--- src/rtl/ssc_pkg.sv ---
// Package with the shared constants and the pipeline context type of the sphere contact block.
`default_nettype none
package ssc_pkg;

  // Default number of fraction bits of the fixed point format.
  localparam int FRAC_BITS_DEF = 16;

  // Widths fixed by the field formats.
  localparam int CW  = 32;          // coordinate width
  localparam int MW  = CW + 1;      // magnitude of a coordinate difference
  localparam int SW  = 2 * MW + 2;  // sum of three squares
  localparam int RTW = SW / 2;      // square root width
  localparam int NW  = 18;          // normal component width
  localparam int HW  = 16;          // handle and coefficient width

  // Configuration register indexes.
  localparam logic [7:0] REG_FRICTION    = 8'd0;
  localparam logic [7:0] REG_RESTITUTION = 8'd1;

  // Per-item context that travels beside the arithmetic.
  typedef struct packed {
    logic          vld;
    logic          ok;
    logic [2:0]    neg;
    logic [CW-1:0] px;
    logic [CW-1:0] py;
    logic [CW-1:0] pz;
    logic [CW-1:0] rsum;
    logic [HW-1:0] ba;
    logic [HW-1:0] bb;
    logic          hit;
    logic [CW-1:0] depth;
  } ctx_t;

endpackage
`default_nettype wire

--- src/rtl/ssc_div.sv ---
// Pipelined restoring divider, one quotient bit per register stage.
`default_nettype none
module ssc_div #(
  parameter int DW = ssc_pkg::RTW,
  parameter int QW = ssc_pkg::FRAC_BITS_DEF + 1
) (
  input  wire logic          clk,
  input  wire logic          ce,
  input  wire logic [DW-1:0] rem_i,
  input  wire logic          bit0_i,
  input  wire logic [DW-1:0] den_i,
  output      logic [QW-1:0] quo_o
);

  logic [DW-1:0] rem_w [QW+1];
  logic [DW-1:0] den_w [QW+1];
  logic [QW-1:0] quo_w [QW+1];

  assign rem_w[0] = rem_i;
  assign den_w[0] = den_i;
  assign quo_w[0] = '0;

  genvar j;
  generate
    for (j = 0; j < QW; j++) begin : g_step
      logic [DW-1:0] rem_r;
      logic [DW-1:0] den_r;
      logic [QW-1:0] quo_r;
      logic [DW:0]   shifted;
      logic [DW-1:0] rem_nxt;
      logic [QW-1:0] quo_nxt;
      logic          bit_in;

      // Only the first step takes a numerator bit that is not zero.
      assign bit_in = (j == 0) ? bit0_i : 1'b0;

      always_comb begin
        shifted = {rem_w[j], bit_in};
        if (shifted >= {1'b0, den_w[j]}) begin
          rem_nxt = DW'(shifted - {1'b0, den_w[j]});
          quo_nxt = {quo_w[j][QW-2:0], 1'b1};
        end else begin
          rem_nxt = shifted[DW-1:0];
          quo_nxt = {quo_w[j][QW-2:0], 1'b0};
        end
      end

      always_ff @(posedge clk) begin
        if (ce) begin
          rem_r <= rem_nxt;
          den_r <= den_w[j];
          quo_r <= quo_nxt;
        end
      end

      assign rem_w[j+1] = rem_r;
      assign den_w[j+1] = den_r;
      assign quo_w[j+1] = quo_r;
    end
  endgenerate

  assign quo_o = quo_w[QW];

endmodule
`default_nettype wire

--- config.mk ---
export PLATFORM = sky130hd
export DESIGN_NAME = ssc_div
export DESIGN_NICKNAME = d
export VERILOG_FILES = /design/src/rtl/ssc_pkg.sv /design/src/rtl/ssc_div.sv
export SDC_FILE = /design/constraint.sdc
export NUM_CORES = 2
export LEC_CHECK = 0
export BUFFER_PORTS_ARGS = -buffer_cell sky130_fd_sc_hd__buf_2
export CAP_MARGIN = 40
export CORE_MARGIN = 2
export CORE_UTILIZATION = 48
export DETAILED_ROUTE_END_ITERATION = 6
export PLACE_DENSITY = 0.62
export SLEW_MARGIN = 5
export SYNTH_ARGS = -nofsm -noshare
export SYNTH_HDL_FRONTEND = slang
export SYNTH_SLANG_ARGS = --single-unit
--- constraint.sdc ---
create_clock -name clk -period 3.6 [get_ports clk]
set_clock_uncertainty 0.2 [all_clocks]
set_input_delay 0.72 -clock clk [delete_from_list [all_inputs] [get_ports clk]]
set_output_delay 0.72 -clock clk [all_outputs]
set_load 0.05 [all_outputs]
==> results.py <==
metrics = {
    "route": {
        "routed-via-count": 55522,
        "finalWirelength_mm": 188,
        "wire_per_inst_um": 18.1,
        "drc": 0,
        "first_pass_iters": 7,
        "ant_nets": 0,
        "first_iter_violations": 2576,
        "vias_per_cell": 5.37,
    },
    "clock_network": {
        "cts_made_buffers": 145,
        "cts_buffer_depth": 3,
        "cts_tree": "done",
        "path_clk_slew_ps": 50,
        "root_buffer": "clkbuf_16",
        "clkLatencyLatePin_ps": 780,
        "cts_sinks": 1241,
        "htreeDepth": 4,
    },
    "pwr": {
        "cellInternalPower_mw": 53.4,
        "seqPwrFrac_pct": 27.9,
        "switching_share_pct": 37.9,
        "power_density_nw_per_um2": 907,
        "leakagePower_nw": 41.0,
        "finalPower_mw": 86.0,
        "pwr-share-comb_pct": 56.2,
        "vdd_ir_drop_max_mv": 0.538,
        "power.switching_mw": 32.6,
        "pwr-share-clk_pct": 15.9,
    },
    "setup_path": {
        "critical_path_class": "flop to flop",
        "cp_max_fo": 8,
        "arrival_ps": 4110,
        "crit_path_end_kind": "flop",
        "startpoint": "g_step[13].rem_r[0]$_SDFFCE_PN0P_",
        "worstSetupStartpointType": "flop",
        "critPathRequiredTime_ps": 3930,
        "timing.rr.start": "g_step[13].rem_r[0]$_SDFFCE_PN0P_",
    },
    "logic_synthesis": {
        "synth_fp_nets": 7468,
        "synth_cell_types": 91,
        "ys.flop_type": "edfxtp_1",
        "synth.avg_cell_area_um2": 10.7,
        "syn_area_um2": 72800,
        "synth_area_leaders": "edfxtp_1, ha_1, a21oi_1",
        "synth_top_area_cell": "edfxtp_1",
        "synth_most_common_cell": "edfxtp_1",
        "synthArstFlopShare_pct": 0,
        "yosys_register_bits": 1241,
        "synth_enable_flop_cells": 1241,
        "synthCells": 6804,
        "yosysSeqAreaShare_pct": 51.2,
        "synth_top_area_share_pct": 51.2,
        "ys.warnings.count": 0,
        "synth_common_cells": "edfxtp_1, inv_1, a21oi_1",
    },
    "flow_run": {
        "max_cap_violations": 0,
    },
    "global_route": {
        "gr-total-overflow": 0,
        "grt.total_usage_pct": 22.7,
        "grt_pass1_wl_mm": 282,
        "antenna_found_initial": 0,
        "grt_max_degree": 76,
        "grt_pass1_vias": 57430,
    },
    "layout": {
        "fin_util_pct": 63.2,
        "finalNetCount": 8881,
        "final_cells": 10343,
        "antenna_cells": 0,
        "area_delta_synth_final_pct": 30.3,
        "drive_above_1_share_pct": 27.8,
        "num-fill-cells": 11810,
    },
    "sta": {
        "setup_violations": 153,
        "rsz0062_at_grt": "yes",
        "holdWs_ps": 76.5,
        "fin_ws_ps": -179,
        "maxSlewViolCount": 0,
        "period_share_pct": 105,
        "min_period_ps": 3780,
        "worstMarginPinSlew_ps": 892,
        "max_freq_ghz": 0.265,
        "max_slew_margin_pct": 40.4,
        "hold_viol": 0,
    },
    "floorplan": {
        "start_util_pct": 48.5,
        "fp.dieArea_um2": 155000,
        "die_w_um": 393,
        "die_h_um": 393,
        "num_rows": 142,
        "ios": 88,
        "coreArea_um2": 150000,
    },
    "hold_path": {
        "min_path_type": "input port to flop",
        "min-delay-start": "rem_i[31]",
    },
    "run_status": {
        "status": "finished, violations left",
        "violations": "negative setup slack",
    },
    "placed_design": {
        "dp_hpwl_mm": 137,
        "portBuffers": 87,
        "dp_cells": 9845,
        "place_congestion": 0.986,
    },
}
## per-stage QoR
stage	setup slack [ps]	setup TNS, ps	cell area (um2)
after floorplan	-125	-324	72900
after global placement	-601	-120850	84000
after detailed placement	-577	-141180	84000
after CTS	-184	-7890	90800
after global routing	-280	-31330	94800
final	-179	-9770	94800
## sequential cells by signal (all words and copies together), names as in the netlist
register / cells
g_step.den_r: 544
g_step.quo_r: 136
g_step.rem_r: 544
quo_o: 17
## cells by family (layout without fill, tap and decap cells)
kind of cell	after synthesis	in the layout	share of synthesized area (%)
multiplexers	96	96	1.48
AO/OA/AOI/OAI	1970	1971	16.8
AND/OR/NAND/NOR	1524	1524	9.56
adder cells (fa/ha/maj)	593	593	10.4
buffers and inverters	899	2421	4.80
flip-flops	1241	1241	51.2
XOR/XNOR	481	481	5.79
## power groups by stage
stage          Combinational, mW  Clock (mW)  Sequential [mW]
2_1_floorplan               25.4           0             23.3
3_3_place_gp                38.9           0             24.0
3_5_place_dp                39.5           0             24.1
4_1_cts                     42.2        14.1             23.8
5_1_grt                     52.5        14.6             24.4
6_report                    48.3        13.7             24.0
## path summary, 6_finish.rpt
| path | end | slack, ps | depth (start not counted) |
|---|---|---|---|
| worst min-delay path | g_step[0].rem_r[32]$_DFFE_PP_ | 80 | 2 |
| worst max-delay path | g_step[14].rem_r[1]$_DFFE_PP_ | -180 | 14 |
| worst max register to register | g_step[14].rem_r[1]$_DFFE_PP_ | -180 | 14 |
| worst min register to register | quo_o[8]$_DFFE_PP_ | 210 | 0 |
## timing repair
action	in CTS	in global routing
hold endpoints to repair	33	0
resized for setup	315	732
gates cloned	12	35
setup buffers	61	121
setup endpoints to repair	506	476
hold buffers	33	0
pin swaps	141	298
## metal layers
metal,vias to the layer above,part of all wire (%),global-route usage [%]
li1,27487,-,-
met1,26411,31,19.3
met2,1024,58,47.5
met3,600,2.4,2.90
met4,0,7.9,15.3
met5,-,0,0
## layout make-up
| cell class | instances | area, um2 | area share (%) |
|---|---|---|---|
| repair buffers | 1446 | 12500 | 13.2 |
| inverters | 718 | 2710 | 2.86 |
| clock inverters | 73 | 556 | 0.586 |
| well taps | 2016 | 2520 | 2.66 |
| multi-input cells | 4665 | 35400 | 37.3 |
| clock buffers | 184 | 3840 | 4.05 |
| flip-flops and latches | 1241 | 37300 | 39.3 |
## worst max-delay path, cell delays in order (launching register included)
cell	delay, ps
edfxtp_1	430
buf_6	150
ha_4	230
nor2b_4	120
o31a_1	320
o2111a_2	330
o211ai_1	200
buf_4	160
a31o_4	180
o21bai_4	80
a21oi_4	170
nor2_2	70
a31oi_4	340
buf_12	210
mux2_4	310
## cell usage in the layout, fill, tap and decap left out, drive strengths merged, types with 17 or more instances in the layout
master / n
nor4: 17
or2: 18
nand2: 572
nand3: 109
o21ai: 515
nand4: 67
a21boi: 17
a31oi: 46
nand2b: 70
o21a: 59
o211ai: 27
a21o: 323
nor2: 411
o31ai: 38
o21bai: 78
mux2: 93
nor2b: 65
clkbuf: 212
and2: 36
clkinv: 60
edfxtp: 1241
buf: 1385
a21oi: 653
xor2: 207
xnor2: 274
dlygate4sd3: 33
a211oi: 44
nor3: 58
and3: 46
inv: 725
ha: 577
Power figures use the tool's default switching activity.
